<file path="src/design/sfir_pkg.sv">
// ----------------------------------------------------------------------------
// sfir_pkg: shared types and constants of the symmetric three-axis fir
// widths, register indexes, reset values and the pipeline enable bundle
// ----------------------------------------------------------------------------
package sfir_pkg;

    localparam int SAMPLE_W    = 20;               // q10 sample
    localparam int COEF_W      = 16;               // q1.15 coefficient
    localparam int AXES        = 3;
    localparam int VEC_W       = AXES * SAMPLE_W;  // one vector, x lowest
    localparam int TDATA_W     = ((VEC_W + 7) / 8) * 8;
    localparam int HALF_WINDOW_DEF = 3;
    localparam int HALF_MAX    = 3;

    localparam int PAIR_W      = SAMPLE_W + 1;
    localparam int PROD_W      = PAIR_W + COEF_W;
    localparam int ACC_W       = PROD_W + 3;
    localparam int FRAC_BITS   = 15;

    localparam int CFG_IDX_W   = 2;
    localparam logic [CFG_IDX_W-1:0] CFG_TAP_OUTER  = 2'd0;
    localparam logic [CFG_IDX_W-1:0] CFG_TAP_SECOND = 2'd1;
    localparam logic [CFG_IDX_W-1:0] CFG_TAP_THIRD  = 2'd2;
    localparam logic [CFG_IDX_W-1:0] CFG_TAP_CENTRE = 2'd3;

    localparam logic signed [COEF_W-1:0] CENTRE_RESET = 16'sh7FFF;

    // one enable per arithmetic stage
    typedef struct packed {
        logic a;   // pair sums
        logic b;   // products
        logic c;   // sum, round, saturate into the output register
    } t_stage_en;

endpackage

</file>
<file path="src/design/sfir_cell.sv">
// ----------------------------------------------------------------------------
// sfir_cell: one tap of the sample window
// holds one three-axis vector and hands it to the next tap on each shift
// ----------------------------------------------------------------------------
module sfir_cell (
    input  logic                       i_clk,
    input  logic                       i_rst_n,
    input  logic                       i_shift,
    input  logic [sfir_pkg::VEC_W-1:0] i_d,
    output logic [sfir_pkg::VEC_W-1:0] o_q
);
    import sfir_pkg::*;

    logic [VEC_W-1:0] r_q;

    always_ff @(posedge i_clk) begin
        if (!i_rst_n) begin
            r_q <= '0;
        end else if (i_shift) begin
            r_q <= i_d;
        end
    end

    assign o_q = r_q;

endmodule

</file>
<file path="config.mk">
export PLATFORM = sky130hd
export DESIGN_NAME = sfir_cell
export DESIGN_NICKNAME = d
export VERILOG_FILES = /design/src/design/sfir_pkg.sv /design/src/design/sfir_cell.sv
export SDC_FILE = /design/constraint.sdc
export NUM_CORES = 1
export LEC_CHECK = 0
export BUFFER_PORTS_ARGS = -buffer_cell sky130_fd_sc_hd__buf_2
export CAP_MARGIN = 20
export CELL_PAD_IN_SITES_DETAIL_PLACEMENT = 0
export CELL_PAD_IN_SITES_GLOBAL_PLACEMENT = 2
export CORE_ASPECT_RATIO = 1.5
export CORE_MARGIN = 3
export CORE_UTILIZATION = 23
export CTS_BUF_LIST = sky130_fd_sc_hd__clkbuf_16
export DETAILED_ROUTE_END_ITERATION = 16
export GPL_TIMING_DRIVEN = 0
export PLACE_DENSITY = 0.72
export SLEW_MARGIN = 40
export SYNTH_ARGS = -nofsm -noshare
export SYNTH_HDL_FRONTEND = slang
export SYNTH_SLANG_ARGS = --single-unit
export TNS_END_PERCENT = 30
</file>
<file path="constraint.sdc">
create_clock -name i_clk -period 0.8 [get_ports i_clk]
set_input_delay 0.08 -clock i_clk [delete_from_list [all_inputs] [get_ports i_clk]]
set_output_delay 0.08 -clock i_clk [all_outputs]
set_load 0.02 [all_outputs]
</file>
---- Word level (Yosys, flattened, before mapping) ----
Cells that the tools add are included.
word-level totals
  bits of input ports ..................... 63
  register bits after elaboration ......... 60
  output and inout port bits .............. 60
  logic and storage cells ................. 1

---- Longest topological paths before layout ----
Gate-level depths: netlist (run 1).
  word-level depth ........................ 0
  depth in mapped cells ................... 4
  gate-level depth less buffers ........... 2

---- Worst setup path after synthesis (run 1) ----
OpenSTA, ideal clock, no wires.
  path kind ............................... input to register
  from .................................... in i_shift
  to ...................................... reg r_q[0], in the netlist o_q[0]
  cell stages on the path ................. 4
  setup time .............................. 0.116 ns
  arrival time ............................ 0.578 ns
  path buffers ............................ 2
  required time ........................... 0.684 ns
  setup slack ............................. 0.106 ns
  path through ............................ buf_6 buf_8 mux2i_1 nor2b_1
RTL lines
  what                    RTL line         text
  start: declaration      sfir_cell.sv:8   input logic i_shift,
  end signal: assignment  sfir_cell.sv:20  r_q <= i_d;
  end: declaration        sfir_cell.sv:14  logic [VEC_W-1:0] r_q;

---- Final worst setup path (run 1) ----
  from .................................... reg r_q[58], in the netlist o_q[58]
  to ...................................... out o_q[58] (netlist name)
RTL lines
  what              RTL line         text
  end: declaration  sfir_cell.sv:10  output logic [sfir_pkg::VEC_W-1:0] o_q
No word-level cell between the ends.

==> results of run 1 <==
-- timing repair --
action,4_1_cts,5_1_grt
gates cloned,0,0
setup buffers,1,1
setup endpoints to repair,60,60
resized for setup,180,0
pin swaps,0,0
hold endpoints to repair,0,0
-- cells in the mapped netlist --
cell type	number	area (um2)
buf_6	1	11.3
buf_8	6	90.1
clkbuf_1	6	22.5
dfxtp_1	60	1200
mux2i_1	60	601
nor2b_1	60	375
-- power by group --
part / switching [mW] / leakage, nW / internal [mW] / total, mW
registers: 0.125 / 0.517 / 3.21 / 3.33
clock network: 1.36 / 0.139 / 2.39 / 3.75
logic: 0.544 / 1.13 / 0.698 / 1.24
total: 2.03 / 1.78 / 6.30 / 8.33
-- per-layer routing --
| metal | wire, um | vias to the layer above |
|---|---|---|
| met5 | 0 | - |
| met4 | 127 | 0 |
| met2 | 2780 | 70 |
| met1 | 2290 | 812 |
| li1 | - | 905 |
| met3 | 365 | 9 |
-- layout make-up --
class	count	area, um2
Timing Repair Buffer	122	991
Buffer	13	124
Tap cell	115	144
Sequential cell	60	1280
Multi-Input combinational cell	120	976
Clock inverter	7	67.6
Clock buffer	9	225
Fill cell	985	5940
-- worst reg2reg max path: stages, from the launching register on --
cell     delay [ns]
dfxtp_2        0.32
buf_4          0.12
mux2i_1        0.14
nor2b_1        0.06
-- kinds of logic after synthesis --
family,share of synthesized area (%)
buffers and inverters,5.38
flip-flops,52.2
multiplexers,26.1
AND/OR/NAND/NOR,16.3
-- worst paths after layout --
| kind | endpoint | slack, ns | cells after the start |
|---|---|---|---|
| worst min-delay path | o_q[42]$_SDFFE_PN0P_ | 0.01 | 3 |
| worst max-delay path | o_q[58] | -0.06 | 1 |
| worst min register to register | o_q[22]$_SDFFE_PN0P_ | 0.52 | 2 |
| worst max register to register | o_q[17]$_SDFFE_PN0P_ | 0.05 | 3 |
-- metrics by stage --
step / TNS, ns / hold WS [ns]
2_1_floorplan: 0 / 0.249
3_5_place_dp: 0 / 0.345
6_report: -2.76 / 0.0102
3_3_place_gp: 0 / 0.338
5_1_grt: -4.62 / 0.0169
4_1_cts: -3.87 / 0.0000665
==> flow_summary.toml, run 1 <==
[clocking]
clockBufferDepth = 2
cts_tree = "built"
clk_latency_ns = 0.32
cts_max_level = 3
root_buffer = "clkbuf_16"
clk_pin_slew_worst_paths_ns = 0.05
cts.sinks = 60
cts-hold-fix-buffers = 0
cts_buffers = 9

[sta]
max_slew.worst_pin.slew_ns = 0.382
setup_viol = 60
fmax_mhz = 1160
min_period_ns = 0.858
rsz0062_at_grt = "true"
worst_slack_ns = -0.0585
min_period_over_period_pct = 107
fin_skew_ns = 0
drv_slew = 0
max_slew_margin_pct = 74.5
finalHoldViolations = 0

[setup_path]
crit_family = "flip-flops"
cp-end-kind = "primary output"
cp-start-kind = "register"
max_stage_delay_ns = 0.34
worstPathCellList = "buf_6"
cp.arrival_ns = 0.78
required_ns = 0.72
cp_max_fo = 2
r2r-start = "o_q[17]$_SDFFE_PN0P_"
critical_path_buf_inv_count = 1
startpoint = "o_q[58]$_SDFFE_PN0P_"
crit_path_top_delay_cell = "dfxtp_2"
crit_type = "register to primary output"

[grt]
grt_use_met1_pct = 11.4
grt_pass1_vias = 1951
grt_pass1_wl_um = 8960
grt_use_total_pct = 10.4
grt_util_met2_pct = 17.2
grt_busiest_layer = "met2"
grt-ovfl-total = 0
grtUsageMet3_pct = 2.88
antenna_found_initial = 0
grt_max_degree = 12

[synth]
synth.distinct_cells = 6
synth_seq_cells = 60
mappedNetlistArea_mm2 = 0.00230
yosysSeqAreaShare_pct = 52.2
yosysWarnings = 0
netlist_instances = 193
avgSynthCellArea_um2 = 11.9
synth_nets = 256

[floorplanning]
rows = 44
ios = 123
die_h_um = 129
floorplan.die_area_mm2 = 0.0113
start_util_pct = 23.6
die_w_um = 87.7
coreArea_mm2 = 0.00974

[power_and_ir_drop]
total_power_mw = 8.33
vdd_drop_max_v = 0.00102
power_density_mw_per_mm2 = 2190
power.leakage_nw = 1.78

[drt]
dr.pass1.iters = 2
dr_total_vias = 1796
detail_route.vias_per_cell = 4.03
ant_nets = 0
first_iter_violations = 29
wl_per_cell_um = 12.5
drt-total-wl_um = 5560
drc = 0

[layout]
largest_register_ffs = 60
stdcell_count = 446
layout-drive-gt1-share_pct = 61.6
diodes = 0
layout_commonest_cell = "buf_6"
layout_common_cells = "buf_6 (61), mux2i_1 (60), nor2b_1 (60), buf_2 (60), dfxtp_2 (60)"
stdcell_area_mm2 = 0.00380
area_growth_pct = 65.3
utilization_pct = 39.0
nNetsFinal = 389

[place]
dpl.cell_count = 428
dp_hpwl_um = 4110
postPlaceCellArea_mm2 = 0.00305
place_congestion = 0.652
dp_slack_ns = 0.0108
port_buffers = 120

[status]
violations = "setup timing"
outcome = "finished, violations left"

[run]
max_cap_violations = 0

[hold_path]
min_from = "i_d[42]"
hold_path_class = "input pin to register"
No activity file was read; power rests on OpenSTA's default activity.
==> inputs of run 2 (changes only) <==
Settings changed: CORE_ASPECT_RATIO 1.5 to default, PLACE_DENSITY 0.72 to default, PLACE_DENSITY_LB_ADDON from default to 0.08.
==> flow_summary.toml, run 2 (synthesis gave the netlist of run 1 again) <==
[grt]
grt_pass1_wl_um = 9930
grt_use_total_pct = 11.3
antenna_found_initial = 0
grt-ovfl-total = 0
grtUsageMet3_pct = 4.13
grt_util_met2_pct = 17.8
grt_use_met1_pct = 14.0
grt_pass1_vias = 1904
grt_max_degree = 11
grt_busiest_layer = "met2"

[clocking]
clk_pin_slew_worst_paths_ns = 0.05
postCtsSetupBuffers = 0
root_buffer = "clkbuf_16"
clockBufferDepth = 2
cts_buffers = 9
cts_max_level = 3
cts_tree = "built"
cts-hold-fix-buffers = 0
clk_latency_ns = 0.31
cts.sinks = 60

[sta]
finalHoldViolations = 0
min_period_ns = 0.853
rsz0062_at_grt = "true"
max_slew.worst_pin.slew_ns = 0.384
max_slew_margin_pct = 74.4
fin_skew_ns = 0
fmax_mhz = 1170
worst_slack_ns = -0.0530
setup_viol = 60
drv_slew = 0
whs_ns = 0.0144
min_period_over_period_pct = 107

[floorplanning]
die_w_um = 106
coreArea_mm2 = 0.00946
rows = 35
floorplan.die_area_mm2 = 0.0112
start_util_pct = 24.3
die_h_um = 106
ios = 123

[drt]
dr_total_vias = 1751
wl_per_cell_um = 13.2
drt-total-wl_um = 6020
ant_nets = 0
detail_route.vias_per_cell = 3.84
drc = 0
first_iter_violations = 49
dr.pass1.iters = 4

[place]
port_buffers = 120
place_congestion = 0.647
dpl.cell_count = 442
dp_hpwl_um = 4360

[setup_path]
startpoint = "o_q[7]$_SDFFE_PN0P_"
cp-end-kind = "primary output"
max_stage_delay_ns = 0.34
critical_path_buf_inv_count = 1
worstPathCellList = "buf_6"
crit_type = "register to primary output"
cp.arrival_ns = 0.77
crit_path_top_delay_cell = "dfxtp_2"
crit_family = "flip-flops"
required_ns = 0.72
cp_max_fo = 2
r2r-start = "o_q[14]$_SDFFE_PN0P_"
cp-start-kind = "register"

[layout]
area_growth_pct = 64.5
layout_commonest_cell = "buf_6"
diodes = 0
stdcell_count = 456
utilization_pct = 40.0
layout_common_cells = "buf_6 (61), mux2i_1 (60), nor2b_1 (60), buf_2 (60), dfxtp_2 (60)"
layout-drive-gt1-share_pct = 60.6
nNetsFinal = 387
largest_register_ffs = 60

[status]
violations = "setup timing"
outcome = "finished, violations left"

[power_and_ir_drop]
power.leakage_nw = 1.77
power_density_mw_per_mm2 = 2160
vdd_drop_max_v = 0.000704

[hold_path]
hold_path_class = "input pin to register"
min_from = "i_d[16]"

[run]
max_cap_violations = 0
-- run 2: repair_timing --
action                     4_1_cts  5_1_grt
setup endpoints to repair       60       60
hold endpoints to repair         0        0
resized for setup              180        0
-- run 2: metrics by stage --
step / power (mW) / setup slack, ns / setup TNS (ns) / area [um2]
after detailed placement: 4.37 / -0.000979 / -0.000979 / 3060
after global routing: 8.62 / -0.0847 / -4.26 / 3780
final: 8.18 / -0.0530 / -2.47 / 3780
after floorplan: 3.96 / 0.106 / 0 / 2300
after CTS: 8.32 / -0.0677 / -3.21 / 3780
after global placement: 4.37 / 0.00466 / 0 / 3060
-- run 2: layout make-up --
cell class	count	area, um2
tap	129	161
buffer	13	124
multi-input combinational	120	976
timing repair buffer	120	976
clock buffer	9	225
clock inverter	5	46.3
fill	982	5670
sequential	60	1280
-- run 2: layer usage --
layer  wire (um)  vias up
li1            -      896
met1        2710      773
met2        2790       75
met3         445        7
met4          75        0
met5           0        -
-- run 2: path summary, 6_finish.rpt --
path	endpoint	slack [ns]	cells past startpoint
max	o_q[7]	-0.05	1
min	o_q[16]$_SDFFE_PN0P_	0.01	3
max reg2reg	o_q[14]$_SDFFE_PN0P_	0.17	2
min reg2reg	o_q[19]$_SDFFE_PN0P_	0.51	2
-- run 2: where the power goes --
| group | switching [mW] | internal [mW] |
|---|---|---|
| clock network | 1.28 | 2.33 |
| logic | 0.552 | 0.692 |
| registers | 0.121 | 3.21 |
| total | 1.95 | 6.23 |
