--- src/design/sfir_pkg.sv ---
// ----------------------------------------------------------------------------
// sfir_pkg: shared types and constants of the symmetric three-axis fir
// widths, register indexes, reset values and the pipeline enable bundle
// ----------------------------------------------------------------------------
package sfir_pkg;

    localparam int SAMPLE_W    = 20;               // q10 sample
    localparam int COEF_W      = 16;               // q1.15 coefficient
    localparam int AXES        = 3;
    localparam int VEC_W       = AXES * SAMPLE_W;  // one vector, x lowest
    localparam int TDATA_W     = ((VEC_W + 7) / 8) * 8;
    localparam int HALF_WINDOW_DEF = 3;
    localparam int HALF_MAX    = 3;

    localparam int PAIR_W      = SAMPLE_W + 1;
    localparam int PROD_W      = PAIR_W + COEF_W;
    localparam int ACC_W       = PROD_W + 3;
    localparam int FRAC_BITS   = 15;

    localparam int CFG_IDX_W   = 2;
    localparam logic [CFG_IDX_W-1:0] CFG_TAP_OUTER  = 2'd0;
    localparam logic [CFG_IDX_W-1:0] CFG_TAP_SECOND = 2'd1;
    localparam logic [CFG_IDX_W-1:0] CFG_TAP_THIRD  = 2'd2;
    localparam logic [CFG_IDX_W-1:0] CFG_TAP_CENTRE = 2'd3;

    localparam logic signed [COEF_W-1:0] CENTRE_RESET = 16'sh7FFF;

    // one enable per arithmetic stage
    typedef struct packed {
        logic a;   // pair sums
        logic b;   // products
        logic c;   // sum, round, saturate into the output register
    } t_stage_en;

endpackage

--- src/design/sfir_axis.sv ---
// ----------------------------------------------------------------------------
// sfir_axis: folded fir arithmetic for one axis
// pair sums, products, then sum with rounding and saturation
// ----------------------------------------------------------------------------
module sfir_axis #(
    parameter int HALF_WINDOW = sfir_pkg::HALF_WINDOW_DEF
) (
    input  logic                                i_clk,
    input  sfir_pkg::t_stage_en                 i_en,
    input  logic signed [sfir_pkg::SAMPLE_W-1:0] i_taps [2*HALF_WINDOW+1],
    input  logic signed [sfir_pkg::COEF_W-1:0]  i_coef [HALF_WINDOW],
    input  logic signed [sfir_pkg::COEF_W-1:0]  i_centre,
    input  logic                                i_first,   // item in stage b is the first one
    output logic signed [sfir_pkg::SAMPLE_W-1:0] o_res
);
    import sfir_pkg::*;

    localparam logic signed [ACC_W-1:0] ROUND_HALF = ACC_W'(1) <<< (FRAC_BITS - 1);
    localparam logic signed [ACC_W-1:0] OUT_MAX =
        ACC_W'((longint'(1) << (SAMPLE_W - 1)) - 1);
    localparam logic signed [ACC_W-1:0] OUT_MIN = -(ACC_W'(1) <<< (SAMPLE_W - 1));

    logic signed [PAIR_W-1:0]   r_pair [HALF_WINDOW];
    logic signed [SAMPLE_W-1:0] r_mid;
    logic signed [SAMPLE_W-1:0] r_newest_a;
    logic signed [PROD_W-1:0]   r_prod [HALF_WINDOW];
    logic signed [PROD_W-1:0]   r_mprod;
    logic signed [SAMPLE_W-1:0] r_newest_b;
    logic signed [SAMPLE_W-1:0] r_res;

    logic signed [ACC_W-1:0]    n_acc;
    logic signed [ACC_W-1:0]    n_scaled;
    logic signed [SAMPLE_W-1:0] n_res;

    // stage a: fold newest-k with oldest+k
    always_ff @(posedge i_clk) begin
        if (i_en.a) begin
            for (int k = 0; k < HALF_WINDOW; k++) begin
                r_pair[k] <= PAIR_W'(i_taps[k]) + PAIR_W'(i_taps[2*HALF_WINDOW-k]);
            end
            r_mid      <= i_taps[HALF_WINDOW];
            r_newest_a <= i_taps[0];
        end
    end

    // stage b: one multiplier per pair plus the centre tap
    always_ff @(posedge i_clk) begin
        if (i_en.b) begin
            for (int k = 0; k < HALF_WINDOW; k++) begin
                r_prod[k] <= PROD_W'(r_pair[k] * i_coef[k]);
            end
            r_mprod    <= PROD_W'(r_mid * i_centre);
            r_newest_b <= r_newest_a;
        end
    end

    // stage c: sum, round half up, floor shift, clamp
    always_comb begin
        n_acc = ACC_W'(r_mprod) + ROUND_HALF;
        for (int k = 0; k < HALF_WINDOW; k++) begin
            n_acc = n_acc + ACC_W'(r_prod[k]);
        end
        n_scaled = n_acc >>> FRAC_BITS;
        if (n_scaled > OUT_MAX) begin
            n_res = OUT_MAX[SAMPLE_W-1:0];
        end else if (n_scaled < OUT_MIN) begin
            n_res = OUT_MIN[SAMPLE_W-1:0];
        end else begin
            n_res = n_scaled[SAMPLE_W-1:0];
        end
    end

    always_ff @(posedge i_clk) begin
        if (i_en.c) begin
            r_res <= i_first ? r_newest_b : n_res;
        end
    end

    assign o_res = r_res;

endmodule

--- config.mk ---
export PLATFORM = sky130hd
export DESIGN_NAME = sfir_axis
export DESIGN_NICKNAME = d
export VERILOG_FILES = /design/src/design/sfir_pkg.sv /design/src/design/sfir_axis.sv
export SDC_FILE = /design/constraint.sdc
export NUM_CORES = 2
export LEC_CHECK = 0
export BUFFER_PORTS_ARGS = -buffer_cell sky130_fd_sc_hd__buf_2
export CAP_MARGIN = 5
export CORE_MARGIN = 5
export CORE_UTILIZATION = 70
export DETAILED_ROUTE_END_ITERATION = 16
export MAX_ROUTING_LAYER = met4
export PLACE_DENSITY = 0.89
export SYNTH_ARGS = -nofsm -noshare
export SYNTH_HDL_FRONTEND = slang
export SYNTH_SLANG_ARGS = --single-unit
--- constraint.sdc ---
create_clock -name i_clk -period 24.3 [get_ports i_clk]
set_input_delay 4.86 -clock i_clk [delete_from_list [all_inputs] [get_ports i_clk]]
set_output_delay 4.86 -clock i_clk [all_outputs]
set_load 0.005 [all_outputs]
* Word-level counts from Yosys, hierarchy flattened *
Memory sizes are Yosys's and may differ from the RTL's.
Cells that the tools add are included.

operators by class
  $add $sub $neg = 7
  $mul = 4
  eq/ne operators = 0
  div/mod/pow operators = 0
  reduce and logical (&&, ||, !) cells = 0
  order comparisons = 2
  shift operators = 0
  multiplexer cells = 7
  bitwise logic cells = 0

operators with widths
  operator                number
  $mul 21x16->37          3
  $add 20x20->21          3
  $mux 20                 3
  $add 39x37->40          1
  $add 38x37->39          1
  $add 37x37->38          1
  $add 36x16->37 const B  1
  $mul 20x16->36          1
  $gt 25x20->1 const B    1
  $lt 25x20->1 const B    1
  $mux 1                  4

word-level totals
  logic and storage cells = 27
  memory bits (read-only) = 0
  register bits after elaboration = 116
  RAM bits = 174
  bits in latches = 0
  memories = 2
  bits of input ports = 209
  output and inout port bits = 20

memory list
  memory  depth  bits a word  rd ports  clocked after Yosys merged registers in  wr ports  line             source
  r_prod  3      37           3         0                                        3         sfir_axis.sv:26  logic signed [PROD_W-1:0] r_prod [HALF_WINDOW];
  r_pair  3      21           3         0                                        3         sfir_axis.sv:23  logic signed [PAIR_W-1:0] r_pair [HALF_WINDOW];

* Depth between registers and ports, before layout *
  word-level depth = 8
  gate-level depth with buffers = 27
  gate-level depth less buffers = 26

* Worst setup path after synthesis *
Ideal clock, no wire load.

  kind = input to register
  from = input i_centre[1] (netlist name)
  to = register, netlist name r_mprod[35]
  setup time = 0.260 ns
  path buffers = 1
  path slack = 13.226 ns
  stages on the path = 22
  required time = 24.040 ns
  arrival = 10.814 ns
  cell sequence = clkbuf_1 -> nand2_1 -> fa_1 -> inv_1 -> fa_1 -> inv_1 -> fa_1 -> fa_1 -> inv_1 -> fa_1 -> fa_1 -> ha_1 -> a21o_1 -> a211o_1 -> o31ai_4 -> o211ai_2 -> a31oi_4 -> o21ai_2 -> or4b_1 -> a31o_1 -> a21oi_2 -> xnor2_1

between the ends
  longest elaborated chain between the ends = 1

ends and longest elaborated chain
  what                line             source
  start: declaration  sfir_axis.sv:12  input logic signed [sfir_pkg::COEF_W-1:0] i_centre,
  $mul 20x16->36      sfir_axis.sv:52  r_mprod <= PROD_W'(r_mid * i_centre);

Every way passes these cells.
A chain may end at the register's enable or synchronous reset.

==> parameters.txt <==
Parameter                              Value

Logic synthesis
  Mean post-synth cell area    9.65 um^2
  Mapped Area    63700 um^2
  Number of unique standard cell types used by synthesis    81
  Number of synthesized flops with an enable pin    290
  Flop and latch count out of synthesis    between 200 and 300
  Ranking of synthesized cells by area    sky130_fd_sc_hd__fa_1 (44%), sky130_fd_sc_hd__edfxtp_1 (14%), sky130_fd_sc_hd__inv_1 (10%), sky130_fd_sc_hd__ha_1 (9.8%), sky130_fd_sc_hd__nand2_1 (5.0%)
  Leading register cell type out of synthesis    sky130_fd_sc_hd__edfxtp_1
  Yosys warns    0
  Portion of synthesized cell area occupied by the leading cell type    43.7%
  Sequential fraction of the synthesis area    13.7%
  Synth Instances    between 6000 and 7000
  Cell accounting for the most synthesized area    sky130_fd_sc_hd__fa_1
  Net Count, Synth    8704
  Async SR Flop Fraction    0%

Place
  Half-perimeter wire length after detailed placement    roughly 130000 um
  Global placer's final weighted congestion    0.954
  Port Buffers    228

Die
  Die span in y    312 um
  Chip width    312 um
  Standard-cell rows    110
  Core ar.    around 90000 um^2
  Die Outline Area    97200 um^2
  Boundary pin count    between 200 and 250
  Initial standard-cell utilization of the core    70.7%

Worst setup path
  Slowest Stage Delay on Critical Path    between 0.5 and 0.6 ns
  Sort of element at the start of the critical path    input pin
  Slack of the worst reg-to-reg path    16.80 ns
  Cell with the biggest individual delay on the critical path    sky130_fd_sc_hd__fa_1
  CP most frequent cell    sky130_fd_sc_hd__fa_1
  Worst Path Arrival    11.62 ns
  Worst Path Max Fanout    17
  Startpoint-to-endpoint class of the critical path    input pin to flip-flop
  Worst reg2reg path depth    23
  WP data required    24.66 ns
  Cells along the critical path    buf_2 > clkinv_1 > nor2_1 > fa_1 > fa_1 > fa_1 > fa_1 > fa_1 > inv_1 > fa_1 > inv_1 > ha_1 > a21o_1 > a21o_1 > a21oi_1 > o21ai_0 > a311oi_1 > a21oi_1 > a41o_1 > o31ai_2 > o2111ai_1 > a21oi_1 > xnor2_1
  FF-to-FF Start    r_pair[0][12]
  Element type at the critical path end    flip-flop
  Worst reg2reg path endpoint    r_prod[0][36]

Global route
  Global Route Usage Sum    34.7%
  Initial antenna violation count    9
  First-pass GRT wire length    260000 um
  Number of global-route vias before repair    approximately 52000
  Overall overflow remaining after global route    0
  Maximum number of pins on one net before global-route repair    91

CTS
  Number of clock sinks seen by CTS    290
  Source-to-sink clock delay at the later pin of the worst-skew pair    0.61 ns
  Number of buffers inserted during clock tree synthesis    37
  Number of instances resized during post-cts repair    0
  TritonCTS clock tree    yes
  # H-tree levels    2
  Maximum buffer depth of the clock tree    3
  Reg clk slew, reported paths    around 0.07 ns
  Count of hold buffers inserted by post-cts repair    0
  Number of buffers inserted by post-CTS setup repair    0
  Clock root buffer    sky130_fd_sc_hd__clkbuf_16

Cells and area
  Fill cells    5984
  Share of post-route cells with drive strength above 1    4.83%
  Number of nets in the layout    8758
  Synth-to-layout area growth    4.76%
  Final core area utilization    74.0%

Min path
  Origin of the worst min-delay path    r_newest_a[15]
  WHS Path Cells    0
  Hold Path Sink    r_newest_b[15]
  Path type of the worst min-delay path    flip-flop to flip-flop

Timing
  Highest attainable clock frequency    0.0888 GHz
  Skew final    0.0541 ns
  Shortest period the worst path allows    11.26 ns
  Tightest slew margin relative to the limit    27.2%
  Count of endpoints failing hold in the final timing report    0
  Setup violators final    0
  Max-slew violation total from the final report    0
  Setup TNS    0 ns
  Worst-Margin Slew    around 1.1 ns
  Final period utilization    46.3%
  Setup repair after global routing missed its margin    false

Drt
  Via/cell ratio    5.82
  Detail-routed net length per standard cell    20.0 um
  Iter 0 DRT Violations    about 3600
  Residual antenna-violating net count after detailed routing    0
  Number of DRC violations after detailed routing    0
  Router iterations before antenna repair    6
  Total via count in the routed design    between 40000 and 50000
  Aggregate routed wire length    158000 um

Flow run
  Max cap viols    0

Run status
  Outcome    complete, no violations
-- worst max path at each step --
stage                     cells after the start        endpoint        start  slack (ns)
after floorplan                              22     r_mprod[35]  i_centre[1]       13.23
after global placement                       24   r_prod[0][35]   i_coef[33]       12.81
after detailed placement                     23  r_prod[0][110]   i_coef[15]       12.53
after CTS                                    23  r_prod[0][110]   i_coef[15]       13.18
after global routing                         23  r_prod[0][110]   i_coef[15]       12.81
final                                        23  r_prod[0][110]   i_coef[15]       13.04
-- final cells by class --
type	instances	area (um^2)	area share (%)
clock buffer	41	962	1.44
timing repair buffer	232	1180	1.77
inverter	1723	6470	9.69
clock inverter	24	221	0.332
tap	1176	1470	2.20
antenna	11	27.5	0.0412
multi-input combinational	4375	47700	71.5
sequential	290	8710	13.0
-- through the flow --
stage	instance area, um^2	setup slack [ns]	hold WS [ns]	cells
floorplan	63700	13.23	0.400	6605
global placement	65500	12.81	0.400	7796
detailed placement	65500	12.53	0.405	7796
CTS	66700	13.18	0.405	7861
global route	66700	12.81	0.425	7870
finish	66700	13.04	0.409	7872
-- registers in the layout, summed over array words and instances, names as in the netlist --
signal      cells
o_res          20
r_mid          20
r_mprod        36
r_pair         63
r_newest_b     20
r_prod        111
r_newest_a     20
-- metal layers --
metal  track usage [%]  vias up  part of all wire, %
met5                 -        -                    0
met4              18.2        0                  6.6
met3              7.46      724                  9.5
met2              57.0     2456                   50
met1              40.6    22900                   34
li1                  -    19700                    -
-- Yosys cell counts (28+ instances only) --
cell / count
sky130_fd_sc_hd__a21o_1: 89
sky130_fd_sc_hd__a21oi_1: 194
sky130_fd_sc_hd__and2_1: 496
sky130_fd_sc_hd__clkbuf_1: 211
sky130_fd_sc_hd__edfxtp_1: 290
sky130_fd_sc_hd__fa_1: 1391
sky130_fd_sc_hd__ha_1: 499
sky130_fd_sc_hd__inv_1: 1720
sky130_fd_sc_hd__nand2_1: 844
sky130_fd_sc_hd__nand2b_1: 42
sky130_fd_sc_hd__nand3_1: 47
sky130_fd_sc_hd__nor2_1: 175
sky130_fd_sc_hd__nor3_1: 46
sky130_fd_sc_hd__o21ai_0: 71
sky130_fd_sc_hd__o21bai_1: 28
sky130_fd_sc_hd__xnor2_1: 177
sky130_fd_sc_hd__xor2_1: 48
-- cells by family after synthesis --
group                    after synthesis  synth area share (%)
AND/OR/NAND/NOR                     1732                  12.9
flip-flops                           290                  13.7
buffers and inverters               1940                  11.5
AO/OA/AOI/OAI                        527                  5.39
adder cells (fa/ha/maj)             1890                  53.5
XOR/XNOR                             225                  3.09
multiplexers                           1                0.0157
-- cell usage in the layout, fill, tap and decap left out, drive strengths merged, types with 48 or more instances in the layout --
cell	n
inv	1726
fa	1391
nand2	844
ha	499
and2	496
edfxtp	290
buf	232
a21oi	197
xnor2	177
nor2	175
a21o	89
o21ai	79
xor2	48
nand3	48
-- critical path, delay by kind of cell --
family,cells,cell delay [ns]
adders and majority gates,7,3.23
AOI/OAI and AO/OA,10,2.32
buffers and inverters,4,0.75
and+or+nand+nor,1,0.36
xor gates and xnor gates,1,0.08
Power is not shown: default switching activity piles up to over one toggle a cycle in this logic, so the estimate is an artifact.
